`src/design/windowed_mean_multi_mode_assert.svh`:
```
// windowed_mean_multi_mode_assert.svh
// assertion macros used by wmm_back; no dependencies
`ifndef WINDOWED_MEAN_MULTI_MODE_ASSERT_SVH
`define WINDOWED_MEAN_MULTI_MODE_ASSERT_SVH
`ifndef SYNTH
`define WMM_ASSERT_IMP(name, clk, rst, ante, cons, msg) \
  name: assert property (@(posedge clk) disable iff (rst) (ante) |-> (cons)) else $error(msg);
`define WMM_ASSERT_NEXT(name, clk, rst, ante, cons, msg) \
  name: assert property (@(posedge clk) disable iff (rst) (ante) |=> (cons)) else $error(msg);
`else
`define WMM_ASSERT_IMP(name, clk, rst, ante, cons, msg)
`define WMM_ASSERT_NEXT(name, clk, rst, ante, cons, msg)
`endif
`endif

```
`src/design/wmm_pkg.sv`:
```
// wmm_pkg.sv
// codes, queue entry and divider types, exp2 factor table for the windowed mean block
// no dependencies
package wmm_pkg;

  localparam logic [1:0] CMD_SAMPLE = 2'd0;
  localparam logic [1:0] CMD_CLEAR  = 2'd1;
  localparam logic [1:0] CMD_REPEAT = 2'd2;

  localparam logic [1:0] MODE_ARITH = 2'd0;
  localparam logic [1:0] MODE_GEO   = 2'd1;
  localparam logic [1:0] MODE_HARM  = 2'd2;
  localparam logic [1:0] MODE_RMS   = 2'd3;

  localparam logic REG_MEAN_MODE   = 1'b0;
  localparam logic REG_WINDOW_SIZE = 1'b1;

  localparam int QDEPTH = 4;
  localparam int DIV_W  = 72;

  typedef enum logic {JOB_SAMPLE, JOB_REPEAT} job_op_t;

  typedef struct packed {
    job_op_t            op;
    logic signed [31:0] value;
    logic [3:0]         ch;
    logic               store;
    logic               last;
    logic [4:0]         len;
    logic [8:0]         n;
  } job_t;

  typedef struct packed {
    logic             start;
    logic [DIV_W-1:0] dividend;
    logic [DIV_W-1:0] divisor;
  } div_req_t;

  typedef struct packed {
    logic             busy;
    logic             done;
    logic [DIV_W-1:0] quotient;
  } div_rsp_t;

  typedef logic [31:0] exp_tab_t [24];

  function automatic logic [63:0] isqrt64(logic [63:0] v);
    logic [63:0] r;
    logic [63:0] bt;
    logic [63:0] vv;
    r = '0;
    bt = 64'h4000_0000_0000_0000;
    vv = v;
    for (int i = 0; i < 32; i++) begin
      if (vv >= r + bt) begin
        vv = vv - (r + bt);
        r = (r >> 1) + bt;
      end else begin
        r = r >> 1;
      end
      bt = bt >> 2;
    end
    return r;
  endfunction

  // q1.31 factors 2^(2^-i), each the truncated root of the one before
  function automatic exp_tab_t exp_table();
    exp_tab_t t;
    logic [63:0] c;
    c = isqrt64(64'h8000_0000_0000_0000);
    for (int j = 0; j < 24; j++) begin
      t[j] = c[31:0];
      c = isqrt64({c[32:0], 31'b0});
    end
    return t;
  endfunction

  localparam exp_tab_t EXP_C = exp_table();

endpackage

```
`src/design/wmm_div.sv`:
```
// wmm_div.sv
// restoring unsigned divider, one quotient bit per cycle
// depends on wmm_pkg
module wmm_div (
  input  logic              clk,
  input  logic              rst,
  input  wmm_pkg::div_req_t req,
  output wmm_pkg::div_rsp_t rsp
);
  import wmm_pkg::*;

  localparam int CW = $clog2(DIV_W + 1);

  logic [DIV_W-1:0] rem;
  logic [DIV_W-1:0] quo;
  logic [DIV_W-1:0] dvs;
  logic [CW-1:0]    cnt;
  logic             busy;
  logic             done;
  logic [DIV_W:0]   trial;
  logic             ge;

  assign trial = {rem, quo[DIV_W-1]};
  assign ge    = (trial >= {1'b0, dvs});

  assign rsp.busy     = busy;
  assign rsp.done     = done;
  assign rsp.quotient = quo;

  always_ff @(posedge clk) begin
    if (rst) begin
      busy <= 1'b0;
      done <= 1'b0;
    end else begin
      done <= 1'b0;
      if (req.start) begin
        rem  <= '0;
        quo  <= req.dividend;
        dvs  <= req.divisor;
        cnt  <= CW'(DIV_W);
        busy <= 1'b1;
      end else if (busy) begin
        rem <= ge ? DIV_W'(trial - {1'b0, dvs}) : trial[DIV_W-1:0];
        quo <= {quo[DIV_W-2:0], ge};
        cnt <= cnt - 1'b1;
        if (cnt == CW'(1)) begin
          busy <= 1'b0;
          done <= 1'b1;
        end
      end
    end
  end

endmodule

```
`config.mk`:
```
export PLATFORM = sky130hd
export DESIGN_NAME = wmm_div
export DESIGN_NICKNAME = d
export VERILOG_FILES = /design/src/design/windowed_mean_multi_mode_assert.svh /design/src/design/wmm_pkg.sv /design/src/design/wmm_div.sv
export SDC_FILE = /design/constraint.sdc
export NUM_CORES = 1
export LEC_CHECK = 0
export BUFFER_PORTS_ARGS = -buffer_cell sky130_fd_sc_hd__buf_2
export CAP_MARGIN = 20
export CORE_ASPECT_RATIO = 1.2
export CORE_UTILIZATION = 55
export CTS_CLUSTER_DIAMETER = 50
export DETAILED_ROUTE_END_ITERATION = 7
export PLACE_DENSITY = 0.8
export SYNTH_ARGS = -nofsm -noshare
export SYNTH_HDL_FRONTEND = slang
export SYNTH_SLANG_ARGS = --single-unit
```
`constraint.sdc`:
```
create_clock -name clk -period 15.5 [get_ports clk]
set_input_delay 1.55 -clock clk [delete_from_list [all_inputs] [get_ports clk]]
set_output_delay 1.55 -clock clk [all_outputs]
set_load 0.1 [all_outputs]
```
Word level (Yosys, flattened, before mapping)
Index checks and enable logic that the tools add are counted.

operators by class
  add/subtract/negate cells = 2
  $mul = 0
  divide/modulo/power cells = 0
  $lt $le $gt $ge = 1
  eq/ne operators = 1
  shift operators = 0
  multiplexer cells = 9
  bitwise operators = 2
  reductions and logical operators = 4

operators with widths
  operator               count
  $mux W72               4
  $ge A73 B72 Y1         1
  $sub A72 B72 Y72       1
  $eq A7 B1 Y1 const B   1
  $mux W7                1
  $sub A7 B1 Y7 const B  1
  $mux W1                4
  $reduce_and A2 Y1      2
  $reduce_or A3 Y1       1
  $not A1 Y1             2
  $reduce_bool A2 Y1     1

storage, ports and cells
  flip-flop bits (word level) = 225
  bits in latches = 0
  RAM bits = 0
  bits in read-only memories = 0
  bits of input ports = 147
  output and inout port bits = 74
  logic and storage cells = 25
  memories = 0

Longest topological paths before layout
  depth after elaboration = 4
  mapped depth = 15
  mapped depth without buffers = 13

Least setup slack after synthesis
No wires, ideal clock.

  path kind = input port to flip-flop
  start point = in req[144] (netlist bit)
  end point = reg cnt[0], enable pin
  setup time = 0.664 ns
  arrival time = 8.754 ns
  data required time = 14.836 ns
  setup slack = 6.082 ns
  stages = 5
  path buffers = 3
  path through = clkbuf_1 clkbuf_1 buf_1 nor2_1 nor2_1

on the way
  word-level cells in the longest chain between the ends = 2

RTL lines
  element                              line           source
  start: declaration                   wmm_div.sv:7   input wmm_pkg::div_req_t req,
  $reduce_bool A2 Y1 (no source line)  --
  $reduce_and A2 Y1 (no source line)   --
  end signal: assignment               wmm_div.sv:40  cnt <= CW'(DIV_W);
  end signal: assignment               wmm_div.sv:45  cnt <= cnt - 1'b1;
  end: declaration                     wmm_div.sv:17  logic [CW-1:0] cnt;

Every way passes these cells.
A chain may end at the register's enable or synchronous reset.

Worst setup path in the final report
  start point = reg rem[41]
  end point = reg rem[12] (data pin)

on the way
  word-level cells in the longest chain between the ends = 3

RTL lines
  element                   line           source
  start: declaration        wmm_div.sv:14  logic [DIV_W-1:0] rem;
  start signal: assignment  wmm_div.sv:43  rem <= ge ? DIV_W'(trial - {1'b0, dvs}) : trial[DIV_W-1:0];
  $ge A73 B72 Y1            wmm_div.sv:24  assign ge = (trial >= {1'b0, dvs});
  $mux W72                  wmm_div.sv:43
  $mux W72                  wmm_div.sv:42  end else if (busy) begin

Every way passes these cells. The select of a mux whose other input is x is not followed.

==> impl_metrics.csv <==
group,metric,value,unit
clock_tree,cts-root-buf,"clkbuf_16",
finish,nFillCells,1992,
sta,setup_viol,0,
power_and_ir_drop,leakage,0.00666,µW
run,max_cap_violations,0,
synth,netlist_area,0.0137,mm²
placement,io_buffer_count,220,
power_and_ir_drop,p_total,1990,µW
clock_tree,cts_setup_buffers,0,
placement,routabilityCongestion,0.930,
detailed_routing,routedWlPerCell,19.1,µm
detailed_routing,vias,10400,
clock_tree,cts_tree,"yes",
clock_tree,h-tree-depth,1,
detailed_routing,drt-initial-drc-count,765,
sta,fin_crit_sh,26.6,%
placement,placed_area,0.0150,mm²
setup_path,worstPathArrival,4.38,ns
sta,period_needed,4.13,ns
setup_path,crit_path_start_kind,"register",
grt,grt_max_degree,87,
worst_hold_path,hold_path.class,"register to register",
floorplan,initial_core_util,55.8,%
power_and_ir_drop,seqPwrFrac,38.4,%
synth,async_flop_share,0,%
synth,synthTopCellsByArea,"edfxtp_1 (49%), ha_1 (6.7%), mux2_2 (5.8%)",
finish,drive_gt1_share,26.4,%
synth,avgSynthCellArea,11.0,µm²
synth,synthFlopType,"edfxtp_1",
clock_tree,numCtsBuffers,29,
worst_hold_path,min_path_cells,1,
synth,synth_common_cells,"edfxtp_1 (223), nor2_1 (130), a21oi_1 (104), inv_1 (98), nand2_1 (86)",
clock_tree,clock_latency,0.55,ns
sta,setup_ws,11.37,ns
finish,fin_area,0.0159,mm²
sta,slew_viol_final,0,
power_and_ir_drop,switchingPower,691,µW
finish,areaGrowthSynthToFinish,15.8,%
outcome,outcome,"finished, final reports clean",
grt,antenna_found_initial,2,
power_and_ir_drop,peakVddDrop,0.0987,mV
worst_hold_path,hold_start,"busy",
sta,rsz0062_at_grt,"false",
sta,finalHoldViolations,0,
synth,synth_cell_types,81,
grt,grt_overflow,0,
sta,clock_skew,0.0139,ns
setup_path,r2r-end,"rem[12]",
sta,tns,0,ns
setup_path,r2r_slack,11.37,ns
detailed_routing,drc,0,
sta,fmax,242,MHz
placement,hpwl,25400,µm
floorplan,core,0.0246,mm²
finish,fin_nets,1676,
synth,synth_top_area_share,48.8,%
detailed_routing,vias_per_cell,5.79,
clock_tree,cts_buffer_depth,3,
setup_path,end_kind,"register",
power_and_ir_drop,pwr-share-clk,31.2,%
synth,synth_most_common_cell,"edfxtp_1",
placement,pre_cts_ws,11.44,ns
floorplan,die_area,0.0256,mm²
clock_tree,cts.clk_slew.worst_paths,0.06,ns
detailed_routing,drt_pass1_iterations,5,
power_and_ir_drop,comb_power_share,30.4,%
synth,synth.ff_latch_count,225,
floorplan,io_pins,221,
floorplan,die_width,146,µm
synth,yosysTopAreaCell,"edfxtp_1",
setup_path,regToRegStartpoint,"rem[41]",
finish,fin_util,64.6,%
floorplan,die_h,175,µm
floorplan,rows,63,
detailed_routing,wl,34400,µm
power_and_ir_drop,internal_power,1300,µW
power_and_ir_drop,powerDensity,125,mW/mm²
setup_path,cp_max_fo,43,
synth,syn-instance-count,1246,
synth,yosys_warnings,0,
sta,worst_slew_pin_slew,1.09,ns
synth,synth_seq_area_share,49.1,%
clock_tree,clock_sinks,225,
finish,multi_input_area,0.00635,mm²
setup_path,worstRegToRegCells,12,
grt,grt_pass1_vias,10400,
grt,grt_pass1_wl,53300,µm
clock_tree,ctsResizeCount,0,
worst_hold_path,holdPathEnd,"done",
detailed_routing,ant_nets,0,
setup_path,cp_data_required_time,15.75,ns
finish,final-seq-area,0.00674,mm²
synth,synth_edf_count,223,
power_and_ir_drop,swShare,34.7,%
clock_tree,hold_buffers,0,
setup_path,path_class,"register to register",
synth,synthesis.nets,1468,
sta,relSlewSlack,27.5,%
grt,track_usage,26.4,%
[state kept, by name (all words and copies together), names as in the netlist]
signal and count:
quo 72, done 1, dvs 72, cnt 7, busy 1, rem 72
[layout by cell type, fill, tap and decap left out, drive strengths merged, types with 5 or more instances in the layout]
master  Yosys  layout
mux2       71      71
clkbuf     22      35
nand2b      7       7
xor2       24      24
a21o       19      19
a211oi     18      18
nor3       22      22
or3         5       5
nand3      15      15
nand2      88      88
a31oi       7       7
a21oi     109     109
xnor2      44      44
o211ai      7       7
o21ai      55      55
clkinv      0       8
buf        27     226
nand4      19      19
a21boi      5       5
mux2i      53      53
inv        98     103
edfxtp    223     223
ha         74      74
nor2      132     132
and3        5       5
nor2b       5       5
o21bai     17      17
o21a        5       5
[worst max-delay path, cell delays in order (launching register included)]
cell and delay (ns):
edfxtp_1 0.40, ha_1 0.36, a21o_1 0.19, a21oi_1 0.10, o2111ai_1 0.34, o2bb2ai_1 0.16, o21a_1 0.23, a31oi_4 0.21
a31o_2 0.23, a21o_4 0.55, buf_4 0.64, mux2i_1 0.28, nor2_1 0.06
[kinds of logic after synthesis]
group | Yosys count | synth area share [%]
DFF | 225 | 49.1
and+or+nand+nor | 316 | 10.4
adders and majority gates | 75 | 6.89
AOI/OAI and AO/OA | 291 | 14.8
xor gates and xnor gates | 68 | 4.34
muxes | 124 | 9.69
buffers and inverters | 147 | 4.87
[metal layers]
metal,part of all wire (%),global-route usage [%],vias up
met3,8.1,6.03,79
met4,3.8,10.7,0
met1,39,31.4,4943
li1,-,-,5005
met2,49,46.1,403
met5,0,0,-
[worst max path at each step]
| stage | startpoint | to | slack [ns] | cells after the start |
|---|---|---|---|---|
| global placement | req[144] | cnt[4] | 11.52 | 5 |
| global route | rem[37] | rem[66] | 11.15 | 10 |
| detailed placement | req[144] | cnt[4] | 11.44 | 5 |
| CTS | rem[46] | rem[12] | 11.42 | 12 |
| floorplan | req[144] | cnt[0] | 6.08 | 5 |
| finish | rem[41] | rem[12] | 11.37 | 12 |
[cell type report]
| class | instances | share of cell area, % |
|---|---|---|
| multi-input cells | 874 | 39.9 |
| flip-flops and latches | 225 | 42.4 |
| diodes | 3 | 0.0472 |
| well taps | 325 | 2.56 |
| clock buffers | 35 | 4.71 |
| clock inverters | 16 | 0.834 |
| inverters | 98 | 2.31 |
| repair buffers | 226 | 7.23 |
[stage by stage]
| stage | hold slack (ns) | std cells |
|---|---|---|
| floorplan | 0.479 | 1246 |
| global placement | 0.492 | 1748 |
| detailed placement | 0.513 | 1748 |
| CTS | 0.521 | 1799 |
| global route | 0.535 | 1802 |
| finish | 0.518 | 1802 |
[power by group through the flow]
| stage | clock network (µW) | registers, µW | logic, µW |
|---|---|---|---|
| 6_report | 620 | 765 | 606 |
| 5_1_grt | 652 | 769 | 656 |
| 4_1_cts | 631 | 765 | 602 |
| 3_5_place_dp | 0 | 776 | 598 |
| 3_3_place_gp | 0 | 775 | 588 |
| 2_1_floorplan | 0 | 860 | 396 |
(Power assumes the default switching activity.)
