`src/design/windowed_mean_multi_mode_assert.svh`:
```
// windowed_mean_multi_mode_assert.svh
// assertion macros used by wmm_back; no dependencies
`ifndef WINDOWED_MEAN_MULTI_MODE_ASSERT_SVH
`define WINDOWED_MEAN_MULTI_MODE_ASSERT_SVH
`ifndef SYNTH
`define WMM_ASSERT_IMP(name, clk, rst, ante, cons, msg) \
  name: assert property (@(posedge clk) disable iff (rst) (ante) |-> (cons)) else $error(msg);
`define WMM_ASSERT_NEXT(name, clk, rst, ante, cons, msg) \
  name: assert property (@(posedge clk) disable iff (rst) (ante) |=> (cons)) else $error(msg);
`else
`define WMM_ASSERT_IMP(name, clk, rst, ante, cons, msg)
`define WMM_ASSERT_NEXT(name, clk, rst, ante, cons, msg)
`endif
`endif

```
`src/design/wmm_pkg.sv`:
```
// wmm_pkg.sv
// codes, queue entry and divider types, exp2 factor table for the windowed mean block
// no dependencies
package wmm_pkg;

  localparam logic [1:0] CMD_SAMPLE = 2'd0;
  localparam logic [1:0] CMD_CLEAR  = 2'd1;
  localparam logic [1:0] CMD_REPEAT = 2'd2;

  localparam logic [1:0] MODE_ARITH = 2'd0;
  localparam logic [1:0] MODE_GEO   = 2'd1;
  localparam logic [1:0] MODE_HARM  = 2'd2;
  localparam logic [1:0] MODE_RMS   = 2'd3;

  localparam logic REG_MEAN_MODE   = 1'b0;
  localparam logic REG_WINDOW_SIZE = 1'b1;

  localparam int QDEPTH = 4;
  localparam int DIV_W  = 72;

  typedef enum logic {JOB_SAMPLE, JOB_REPEAT} job_op_t;

  typedef struct packed {
    job_op_t            op;
    logic signed [31:0] value;
    logic [3:0]         ch;
    logic               store;
    logic               last;
    logic [4:0]         len;
    logic [8:0]         n;
  } job_t;

  typedef struct packed {
    logic             start;
    logic [DIV_W-1:0] dividend;
    logic [DIV_W-1:0] divisor;
  } div_req_t;

  typedef struct packed {
    logic             busy;
    logic             done;
    logic [DIV_W-1:0] quotient;
  } div_rsp_t;

  typedef logic [31:0] exp_tab_t [24];

  function automatic logic [63:0] isqrt64(logic [63:0] v);
    logic [63:0] r;
    logic [63:0] bt;
    logic [63:0] vv;
    r = '0;
    bt = 64'h4000_0000_0000_0000;
    vv = v;
    for (int i = 0; i < 32; i++) begin
      if (vv >= r + bt) begin
        vv = vv - (r + bt);
        r = (r >> 1) + bt;
      end else begin
        r = r >> 1;
      end
      bt = bt >> 2;
    end
    return r;
  endfunction

  // q1.31 factors 2^(2^-i), each the truncated root of the one before
  function automatic exp_tab_t exp_table();
    exp_tab_t t;
    logic [63:0] c;
    c = isqrt64(64'h8000_0000_0000_0000);
    for (int j = 0; j < 24; j++) begin
      t[j] = c[31:0];
      c = isqrt64({c[32:0], 31'b0});
    end
    return t;
  endfunction

  localparam exp_tab_t EXP_C = exp_table();

endpackage

```
`src/design/wmm_fifo.sv`:
```
// wmm_fifo.sv
// short job queue between the front and the back
// depends on wmm_pkg
module wmm_fifo (
  input  logic          clk,
  input  logic          rst,
  input  logic          push,
  input  wmm_pkg::job_t push_data,
  output logic          full,
  input  logic          pop,
  output wmm_pkg::job_t head,
  output logic          empty
);
  import wmm_pkg::*;

  localparam int PW = $clog2(QDEPTH);

  job_t          slots [QDEPTH];
  logic [PW-1:0] wr_ptr;
  logic [PW-1:0] rd_ptr;
  logic [PW:0]   count;

  assign full  = (count == (PW+1)'(QDEPTH));
  assign empty = (count == '0);
  assign head  = slots[rd_ptr];

  always_ff @(posedge clk) begin
    if (rst) begin
      wr_ptr <= '0;
      rd_ptr <= '0;
      count  <= '0;
    end else begin
      if (push) begin
        slots[wr_ptr] <= push_data;
        wr_ptr <= wr_ptr + 1'b1;
      end
      if (pop) begin
        rd_ptr <= rd_ptr + 1'b1;
      end
      if (push && !pop) begin
        count <= count + 1'b1;
      end else if (pop && !push) begin
        count <= count - 1'b1;
      end
    end
  end

endmodule

```
`config.mk`:
```
export PLATFORM = sky130hd
export DESIGN_NAME = wmm_fifo
export DESIGN_NICKNAME = d
export VERILOG_FILES = /design/src/design/windowed_mean_multi_mode_assert.svh /design/src/design/wmm_pkg.sv /design/src/design/wmm_fifo.sv
export SDC_FILE = /design/constraint.sdc
export NUM_CORES = 1
export LEC_CHECK = 0
export BUFFER_PORTS_ARGS = -buffer_cell sky130_fd_sc_hd__buf_2
export CORE_MARGIN = 5
export CORE_UTILIZATION = 45
export CTS_CLUSTER_DIAMETER = 100
export DETAILED_ROUTE_END_ITERATION = 6
export HOLD_SLACK_MARGIN = 0.05
export PLACE_DENSITY_LB_ADDON = 0.12
export SKIP_CTS_REPAIR_TIMING = 1
export SYNTH_ARGS = -nofsm -noshare
export SYNTH_HDL_FRONTEND = slang
export SYNTH_SLANG_ARGS = --single-unit
```
`constraint.sdc`:
```
create_clock -name clk -period 6 [get_ports clk]
set_input_delay 0 -clock clk [delete_from_list [all_inputs] [get_ports clk]]
set_output_delay 0 -clock clk [all_outputs]
set_load 0.03 [all_outputs]
```
* Word-level counts from Yosys, hierarchy flattened
Memories as Yosys holds them, arrays and structs flattened. A register that Yosys moved wholly into a read port is not among the register bits.
Cells that the tools add are included.
** Word-level totals
- Input port bits :: 57
- Word-level logic and storage cells :: 22
- Bits in writable memories :: 212
- Output and inout bits :: 55
- Register bits after elaboration :: 7
- Memories kept :: 1
** Memory list
- slots :: words 4, bits a word 53, read ports 1, clocked after memory_dff 1, wr ports 1, RTL line wmm_fifo.sv:18 : job_t slots [QDEPTH];
** Cells by class
- Equality and inequality tests :: 1
- Add/sub/neg operators :: 4
- Muxes and demuxes :: 7
- Reduce and logical (&&, ||, !) cells :: 6
** Operators by type and width (count)
- $mux W3 :: 2
- $add A2 B1 Y2 const B :: 2
- $mux W2 :: 2
- $add A3 B1 Y3 const B :: 1
- $eq A3 B3 Y1 const B :: 1
- $logic_not A3 Y1 :: 1
- $mux W1 :: 3
- $sub A3 B1 Y3 const B :: 1
- $logic_and A1 B1 Y1 :: 2
- $logic_not A1 Y1 :: 2
- $reduce_bool A2 Y1 :: 1

* Depth between registers and ports, before layout
Gate-level depths: netlist of the first run.
- Depth in word-level cells :: 4
- Mapped depth :: 7
- Mapped depth without buffers :: 7

* Worst setup path after synthesis of the first run
OpenSTA, ideal clock, no wires.
- Kind :: register -> register
- Start :: register wr_ptr[0]
- End :: memory slots[2][0] (netlist name), enable pin
- Clock period less this slack :: 2.212 ns
- Arrival time :: 1.796 ns
- Path slack :: 3.788 ns
- Setup time :: 0.416 ns
- Data required time :: 5.584 ns
- Stages on the path, launching flop included :: 4
- Path buffers :: 0
- Cells stage by stage :: dfxtp_1 > inv_1 > ha_1 > and2_1
** RTL lines
- start, declared :: RTL line wmm_fifo.sv:19 : logic [PW-1:0] wr_ptr;
- start signal, assigned :: RTL line wmm_fifo.sv:35 : wr_ptr <= wr_ptr + 1'b1;
- end, declared :: RTL line wmm_fifo.sv:18
No word-level cell before the write port.

==> out/metrics.yaml, run 1 <==
outcome: "finished clean"
yosys.area_share.adder_pct: 1.01
area_growth_syn_to_layout_pct: 25.2
grt_pass1_vias: 3950
wire_length_of_the_first_global_routing_pass_um: 22500
postRouteWirelength_um: 14800
post_synthesis_simple_gate_area_fraction_pct: 0.983
post_synth_xor_area_fraction_pct: 0.538
worst_setup_sp_type: "flop"
die_h_um: 145
cp_top_delay_family: "buffers and inverters"
largest_family_of_logic_cells_by_synthesized_area: "multiplexers"
routabilityCongestion: 0.705
synthCells: 322
drt-initial-drc-count: 154
crit_arrival_ps: 2650
synth_compound_gate_area_share_pct: 0.123
drt_drc_violations_left: 0
worst_hold_path_type: "primary input to flop"
worstReg2RegStart: "wr_ptr[0]$_SDFFE_PP0P_"
finish.net_count: 571
worst_slew_margin_rel_pct: 43.9
clock_buffers_created_by_tritoncts: 23
slew_violations: 0
cts-root-to-sink-buffers: 3
fill_cells: 1383
worst_r2r_path_depth: 4
yosys_warning_count: 0
timing.final.setup_violations: 0
worst_pin_slew_ps: 841
power_density_nw_per_um2: 342
start_util_pct: 45.5
avgRoutedWirePerCell_um: 19.6
worst_ep_required_ps: 6000
drt-vias-per-instance: 5.04
cts.reportedPaths.clkPinSlew_ps: 60
placementRows: 49
seqCellArea_sq_um: 6550
leakagePower_nw: 3.50
diodes: 0
muxShareOfSynthArea_pct: 15.0
critical_path.endpoint_type: "primary output"
clkSinkCount: 221
antenna_violations_before_repair: 0
worstPathMaxFanout: 34
min_delay_worst_endpoint: "slots[1][15]$_DFFE_PP_"
final.setup.tns_ps: 0
die-area_sq_um: 20900
highest_ir_drop_seen_on_vdd_uv: 215
floorplan.die.width_um: 145
via_count: 3795
clkLatencyLatePin_ps: 490
critical_path.n_buffers_inverters: 2
fp.coreArea_sq_um: 17900
worstReg2RegEnd: "slots[0][26]$_DFFE_PP_"
critical-path-slowest-cell: "sky130_fd_sc_hd__mux4_1"
route.antenna.remaining_nets: 0
cap_viol_max_count: 0
io_pins: 112
syn-num-nets: 385
portBuffers: 111
tritoncts: "done"
yosys.cell_types.count: 23
drt_pass1_iterations: 4
place_hpwl_um: 8430
syn-mean-instance-area_sq_um: 25.3
hp-start: "push_data[15]"
power_mw: 3.49
postSynthRegisterBits: 221
netlist_area_sq_um: 8150
grt_max_degree: 54
final.setup_skew_ps: 8.87
setup_repair_after_global_routing_missed_its_margin: "no"
rrSetupSlack_ps: 4250
final.min_clock_period_ps: 2650
global_route.usage.total_pct: 14.3
post_route_cells_drive_above_1_share_pct: 39.9
final-hold-violation-count: 0
cpPeakStageDelay_ps: 660
cts_root_buffer: "sky130_fd_sc_hd__clkbuf_16"
path_class: "flop to primary output"
multiInputGateArea_sq_um: 1450
ys_seq_area_share_pct: 80.4
grt_remaining_overflow: 0
clock_tree.htree_level_count: 1
crit_chain: "buf_4 > mux4_1 > buf_2"
final.period_utilization_pct: 44.1
min_delay_path_depth: 2
achievable-frequency_ghz: 0.378
==> registers in the layout (all words and copies together) (netlist names), named ones only <==
signal	cells
slots	212
rd_ptr	2
count	3
wr_ptr	2
==> cell usage in the layout, fill, tap and decap left out <==
cell                              n
sky130_fd_sc_hd__a21oi_1          1
sky130_fd_sc_hd__and2_2           4
sky130_fd_sc_hd__buf_2          111
sky130_fd_sc_hd__buf_4            6
sky130_fd_sc_hd__bufinv_16        2
sky130_fd_sc_hd__clkbuf_1         4
sky130_fd_sc_hd__clkbuf_16       23
sky130_fd_sc_hd__clkbuf_8         2
sky130_fd_sc_hd__clkinv_1         1
sky130_fd_sc_hd__clkinv_2         7
sky130_fd_sc_hd__clkinv_4         1
sky130_fd_sc_hd__clkinvlp_4       1
sky130_fd_sc_hd__dfxtp_1          7
sky130_fd_sc_hd__dfxtp_2          1
sky130_fd_sc_hd__dfxtp_4          1
sky130_fd_sc_hd__dlygate4sd3_1   57
sky130_fd_sc_hd__edfxtp_1       212
sky130_fd_sc_hd__fa_1             1
sky130_fd_sc_hd__ha_1             5
sky130_fd_sc_hd__inv_1            4
sky130_fd_sc_hd__mux2i_1          2
sky130_fd_sc_hd__mux4_1           3
sky130_fd_sc_hd__mux4_2          50
sky130_fd_sc_hd__nand2_1          1
sky130_fd_sc_hd__nor2_1           7
sky130_fd_sc_hd__nor2b_1          1
sky130_fd_sc_hd__nor3_1           1
sky130_fd_sc_hd__nor3b_1          1
sky130_fd_sc_hd__o21ai_0          1
sky130_fd_sc_hd__or3_1            1
sky130_fd_sc_hd__xnor2_1          2
sky130_fd_sc_hd__xor2_1           3
==> cells in the mapped netlist <==
cell type                  instances  area share (%)
sky130_fd_sc_hd__and2_1            4            0.31
sky130_fd_sc_hd__nor3_1            1           0.061
sky130_fd_sc_hd__buf_2             5            0.31
sky130_fd_sc_hd__or3_1             1           0.077
sky130_fd_sc_hd__buf_12            5             1.2
sky130_fd_sc_hd__a21oi_1           1           0.061
sky130_fd_sc_hd__nand2_1           1           0.046
sky130_fd_sc_hd__nor2b_1           1           0.077
sky130_fd_sc_hd__fa_1              1            0.25
sky130_fd_sc_hd__dfxtp_1           9             2.2
sky130_fd_sc_hd__inv_1             4            0.18
sky130_fd_sc_hd__nor3b_1           1           0.092
sky130_fd_sc_hd__buf_6             1            0.14
sky130_fd_sc_hd__mux4_2           50              14
sky130_fd_sc_hd__clkbuf_1          2           0.092
sky130_fd_sc_hd__mux4_1            3            0.97
sky130_fd_sc_hd__xnor2_1           2            0.22
sky130_fd_sc_hd__ha_1              5            0.77
sky130_fd_sc_hd__edfxtp_1        212              78
sky130_fd_sc_hd__nor2_1            7            0.32
sky130_fd_sc_hd__mux2i_1           2            0.25
sky130_fd_sc_hd__xor2_1            3            0.32
sky130_fd_sc_hd__o21ai_0           1           0.061
==> per-layer routing <==
layer	up-vias	global-route usage [%]	routed length (um)
li1	1732	-	-
met1	1937	19.6	6480
met2	103	23.3	7160
met3	23	3.87	903
met4	0	3.29	242
met5	-	0	0
==> how the worst max path moves through the flow <==
stage                                start  depth (start not counted)  slack, ps                    end
floorplan           wr_ptr[0]$_SDFFE_PP0P_                          3       3790  slots[2][0]$_DFFE_PP_
global placement                      flop                          3       3770               head[49]
detailed placement                    flop                          3       3780               head[49]
CTS                                   flop                          3       3250               head[49]
global route                          flop                          3       3130               head[49]
finish                                flop                          3       3350               head[49]
==> power breakdown <==
group          switching, mW  total [mW]  internal [mW]
registers             0.0252        1.77           1.74
logic                  0.223       0.377          0.155
clock network          0.531        1.35          0.815
==> cell families (layout without fill, tap and decap cells) <==
logic type | after synthesis | in the layout
and+or+nand+nor | 16 | 16
buffers and inverters | 17 | 219
adders and majority gates | 6 | 6
xor gates and xnor gates | 5 | 5
AOI/OAI and AO/OA | 2 | 2
muxes | 55 | 55
DFF | 221 | 221
==> cell type report <==
| class | count | area share [%] |
|---|---|---|
| sequential | 221 | 64.2 |
| multi-input combinational | 84 | 14.2 |
| timing repair buffer | 174 | 11.5 |
| clock buffer | 29 | 6.06 |
| tap | 229 | 2.81 |
| clock inverter | 12 | 1.13 |
| inverter | 4 | 0.147 |
==> per-stage QoR <==
stage	cells	hold slack (ps)	utilization [%]	setup slack, ps	area (sq um)
floorplan	322	98.9	-	3790	8150
global placement	655	211	49.7	3770	8900
detailed placement	655	216	49.7	3780	8900
CTS	696	-296	53.8	3250	9630
global route	753	255	57.0	3130	10200
finish	753	258	57.0	3350	10200
(Power assumes the default switching activity.)
==> run 2, diff against run 1 <==
==> constraint.sdc (replaced) <==
create_clock -name clk -period 2.7 [get_ports clk]
set_input_delay 0 -clock clk [delete_from_list [all_inputs] [get_ports clk]]
set_output_delay 0 -clock clk [all_outputs]
set_load 0.03 [all_outputs]
==> run 2 against run 1 <==
  * First-iteration DRC count is 19% higher
  * Clock-buffer cell count up 1
  * Clock skew decreased by 1.6 ps
  * Hold slack improved by 2.9 ps
  * Worst setup slack worse by 2800 ps
  * Routed wire length grew 0.41%
  * Total power is 120% higher
  * Register-to-register slack lost 3200 ps
  * Largest cell class unchanged
  * Critical path type unchanged
  * Critical endpoint is now head[9]
  * Combinational power rose by 130%
==> out/metrics.yaml, run 2 (synthesis gave the netlist of run 1 again) <==
area_growth_syn_to_layout_pct: 25.5
routabilityCongestion: 0.706
worstReg2RegStart: "wr_ptr[0]$_SDFFE_PP0P_"
final-hold-violation-count: 0
worst_r2r_path_depth: 3
worstPathMaxFanout: 17
layout_commonest_cell: "sky130_fd_sc_hd__edfxtp_1"
number_of_standard_cells_in_the_final_layout_excluding_fillers: 752
min_delay_path_depth: 2
power_mw: 7.54
io_pins: 112
leakagePower_nw: 3.49
clkLatencyLatePin_ps: 490
via_count: 3817
grt_remaining_overflow: 0
timing.hold.ws_ps: 261
worst_hold_path_type: "primary input to flop"
clock_buffers_created_by_tritoncts: 23
avgRoutedWirePerCell_um: 19.8
setup_repair_after_global_routing_missed_its_margin: "no"
hp-start: "push_data[47]"
most-common-layout-cells: "212 x sky130_fd_sc_hd__edfxtp_1, 111 x sky130_fd_sc_hd__buf_2, 57 x sky130_fd_sc_hd__dlygate4sd3_1, 50 x sky130_fd_sc_hd__mux4_2, 23 x sky130_fd_sc_hd__clkbuf_16"
cap_viol_max_count: 0
crit_arrival_ps: 2160
grt_max_degree: 45
post_route_cells_drive_above_1_share_pct: 38.5
critical_path.endpoint_type: "primary output"
place_hpwl_um: 8860
fill_cells: 1389
numPlacedInstances: 659
die-area_sq_um: 20900
final.setup.tns_ps: 0
largest_register_ffs: 212
finish.net_count: 575
cts_root_buffer: "sky130_fd_sc_hd__clkbuf_16"
rrSetupSlack_ps: 1070
final.setup_skew_ps: 7.30
antenna_violations_before_repair: 1
worst_ep_required_ps: 2700
postRouteWirelength_um: 14900
min_delay_worst_endpoint: "slots[0][47]$_DFFE_PP_"
drt_pass1_iterations: 4
wire_length_of_the_first_global_routing_pass_um: 22600
grt_pass1_vias: 4064
drt-initial-drc-count: 184
worst_pin_slew_ps: 576
placement.cell_area_sq_um: 9000
floorplan.die.width_um: 145
tritoncts: "done"
path_class: "flop to primary output"
cts.reportedPaths.clkPinSlew_ps: 60
highest_ir_drop_seen_on_vdd_uv: 538
achievable-frequency_ghz: 0.462
outcome: "finished clean"
power_density_nw_per_um2: 737
placementRows: 49
portBuffers: 111
final_core_utilization_pct: 57.1
worstReg2RegEnd: "slots[3][28]$_DFFE_PP_"
route.antenna.remaining_nets: 0
drt-vias-per-instance: 5.08
final.min_clock_period_ps: 2160
layout.cell_area.non_filler_sq_um: 10200
final.period_utilization_pct: 80.1
dp_worst_setup_slack_ps: 967
drt_drc_violations_left: 0
slew_violations: 0
largest-register: "slots"
die_h_um: 145
worst_setup_sp_type: "flop"
reg.largest.list: "slots x212, count x3"
fp.coreArea_sq_um: 17900
clkSinkCount: 221
timing.final.setup_violations: 0
clock_tree.htree_level_count: 1
start_util_pct: 45.5
worst_slew_margin_rel_pct: 61.6
timing.final.ws_setup_ps: 537
cts-root-to-sink-buffers: 3
global_route.usage.total_pct: 14.3
## run 2: changes by cell type in the layout (fill, tap and decap cells not counted), sizes merged
| cell | delta |
|---|---|
| clkinvlp | -1 |
| diode | +1 |
| buf | +4 |
| bufinv | -1 |
| clkinv | -5 |
| clkbuf | +1 |
## run 2: cell type report
class / count / area [sq um] / area share [%]
Inverter: 4 / 15.0 / 0.147
Clock inverter: 5 / 45.0 / 0.441
Tap cell: 229 / 287 / 2.80
Timing Repair Buffer: 178 / 1280 / 12.5
Clock buffer: 30 / 602 / 5.89
Antenna cell: 1 / 2.50 / 0.0245
Multi-Input combinational cell: 84 / 1450 / 14.1
Sequential cell: 221 / 6550 / 64.1
## run 2: critical path, stage by stage, from the launching register on
cell                      delay [ps]
sky130_fd_sc_hd__dfxtp_4         580
sky130_fd_sc_hd__buf_4           350
sky130_fd_sc_hd__mux4_2          540
sky130_fd_sc_hd__buf_2           190
## run 2: how the worst max path moves through the flow
| stage | startpoint | to | slack, ps | cells past startpoint |
|---|---|---|---|---|
| 2_1_floorplan | wr_ptr[0]$_SDFFE_PP0P_ | slots[2][0]$_DFFE_PP_ | 490 | 3 |
| 3_3_place_gp | flop | head[16] | 960 | 3 |
| 3_5_place_dp | flop | head[16] | 970 | 3 |
| 4_1_cts | flop | head[16] | 440 | 3 |
| 5_1_grt | flop | head[15] | 350 | 3 |
| 6_report | flop | head[9] | 540 | 3 |
## run 2: metal layers
metal	GRT usage, %	part of all wire, %	wire length [um]	up-vias
met5	0	0	0	-
met4	3.44	1.4	215	0
met3	3.84	6.3	933	23
met2	24.2	50	7430	92
met1	18.7	42	6280	1966
li1	-	-	-	1736
## run 2: power breakdown
part           internal [mW]  switching, mW  leakage, nW
clock network           1.64           1.13        0.312
registers               3.87         0.0560         2.00
logic                  0.358          0.492         1.18
total                   5.86           1.68         3.49
==> run 3, diff against run 2 <==
==> constraint.sdc (replaced) <==
create_clock -name clk -period 2 [get_ports clk]
set_input_delay 0 -clock clk [delete_from_list [all_inputs] [get_ports clk]]
set_output_delay 0 -clock clk [all_outputs]
set_load 0.03 [all_outputs]
==> run 3 against run 2 <==
  * Critical path depth unchanged
  * Clock skew increased by 4.3 ps
  * Routed wire length increased by 0.55%
  * Clock power increased by 38%
  * Cell count increased by 1.1%
  * Design area increased by 1.0%
  * Hold slack improved by 5.4 ps
  * Sequential power increased by 35%
  * Total power increased by 36%
  * Clock-buffer cell count increased by 1
  * Non-clock buffer count increased by 6
  * Register-to-register slack got worse by 530 ps
  * Critical path type unchanged
==> out/metrics.yaml, run 3 (synthesis gave the netlist of run 1 again) <==
clkSinkCount: 221
global_route.usage.total_pct: 14.2
tritoncts: "done"
worstPathMaxFanout: 22
drt-initial-drc-count: 180
timing.hold.ws_ps: 266
antenna_violations_before_repair: 0
cts_root_buffer: "sky130_fd_sc_hd__clkbuf_16"
critical-path-slowest-cell: "sky130_fd_sc_hd__mux4_1"
setup_repair_after_global_routing_missed_its_margin: "no"
drt-vias-per-instance: 5.13
slew_violations: 0
timing.final.setup_violations: 0
die_h_um: 145
final.min_clock_period_ps: 1890
leakagePower_nw: 3.56
clock_buffers_created_by_tritoncts: 23
path_class: "flop to primary output"
worst_pin_slew_ps: 362
drt_drc_violations_left: 0
reg.largest.list: "slots x212, count x3"
achievable-frequency_ghz: 0.529
final.period_utilization_pct: 94.5
cts.reportedPaths.clkPinSlew_ps: 60
final-hold-violation-count: 0
diodes: 0
cap_viol_max_count: 0
topRoutingLayerUsed: "met4"
final.setup.tns_ps: 0
io_pins: 112
worst_ep_required_ps: 2000
clock_tree.htree_level_count: 1
via_count: 3895
avgRoutedWirePerCell_um: 19.7
place_hpwl_um: 8960
crit_arrival_ps: 1890
largest_register_ffs: 212
critical_path.n_buffers_inverters: 2
worstReg2RegStart: "wr_ptr[0]$_SDFFE_PP0P_"
cpPeakStageDelay_ps: 570
wl_met3_um: 737
most-common-layout-cells: "212 x sky130_fd_sc_hd__edfxtp_1, 111 x sky130_fd_sc_hd__buf_2, 57 x sky130_fd_sc_hd__dlygate4sd3_1, 50 x sky130_fd_sc_hd__mux4_2, 23 x sky130_fd_sc_hd__clkbuf_16"
worst_slew_margin_rel_pct: 75.9
crit_chain: "buf_12 > mux4_1 > buf_2"
route.antenna.remaining_nets: 0
grt_remaining_overflow: 0
final.setup_skew_ps: 11.6
wire_length_of_the_first_global_routing_pass_um: 22700
worst_setup_sp_type: "flop"
clkLatencyLatePin_ps: 490
drt_pass1_iterations: 4
critical_path.endpoint_type: "primary output"
worst_hold_path_type: "primary input to flop"
highest_ir_drop_seen_on_vdd_uv: 685
die-area_sq_um: 20900
grt_max_degree: 32
hp-start: "push_data[29]"
floorplan.die.width_um: 145
grt_pass1_vias: 3987
routedLengthMet1_um: 6330
post_route_cells_drive_above_1_share_pct: 40.3
fp.coreArea_sq_um: 17900
largest-register: "slots"
cts-root-to-sink-buffers: 3
finish.net_count: 581
portBuffers: 111
layout_commonest_cell: "sky130_fd_sc_hd__edfxtp_1"
routed-wl-met2_um: 7630
power_density_nw_per_um2: 995
start_util_pct: 45.5
cp_top_delay_family: "multiplexers"
placementRows: 49
area_growth_syn_to_layout_pct: 26.8
routabilityCongestion: 0.659
outcome: "finished clean"
postRouteWirelength_um: 14900
-- run 3: cell count changes in the layout (fill, tap and decap cells not counted), sizes merged --
cell,change
clkinv,+3
bufinv,-1
clkbuf,+1
buf,+6
diode,-1
-- run 3: through the flow --
step                setup slack [ps]  power (mW)  std cells  area (sq um)  utilization (%)
floorplan                       -194        6.15        322          8150                -
finish                           109        10.3        760         10300             57.7
global route                    2.95        10.7        760         10300             57.7
detailed placement               426        6.50        662          9050             50.6
CTS                            -90.9        10.3        700          9730             54.3
global placement                 437        6.48        662          9050             50.6
-- run 3: layout make-up --
cell class	count	area (sq um)
clock buffer	31	646
clock inverter	7	31.3
fill	1402	7570
inverter	4	15.0
multi-input combinational	84	1450
sequential	221	6550
tap	229	287
timing repair buffer	184	1350
-- run 3: worst register-to-register path, stage by stage (launching register included) --
cell	delay (ps)
sky130_fd_sc_hd__dfxtp_1	350
sky130_fd_sc_hd__inv_1	100
sky130_fd_sc_hd__ha_1	150
sky130_fd_sc_hd__and2_2	170
sky130_fd_sc_hd__buf_4	350
-- run 3: final timing paths --
path / to / slack, ps / cells past startpoint
worst max-delay path: head[39] / 110 / 3
worst min-delay path: slots[2][29]$_DFFE_PP_ / 270 / 2
worst min register to register: count[2]$_SDFFE_PP0P_ / 510 / 2
worst max register to register: slots[2][17]$_DFFE_PP_ / 540 / 4
-- run 3: report_power, final --
group          leakage, nW  internal (mW)  total [mW]  switching [mW]
registers             2.00           5.22        5.28          0.0595
logic                 1.22          0.510        1.19           0.683
clock network        0.337           2.24        3.80            1.56
total                 3.56           7.97        10.3            2.31
-- run 3: per-layer routing --
metal  track usage [%]  up-vias
met3              3.21       27
met2              24.2       85
met1              18.6     2029
met5                 0        -
li1                  -     1754
met4              3.53        0
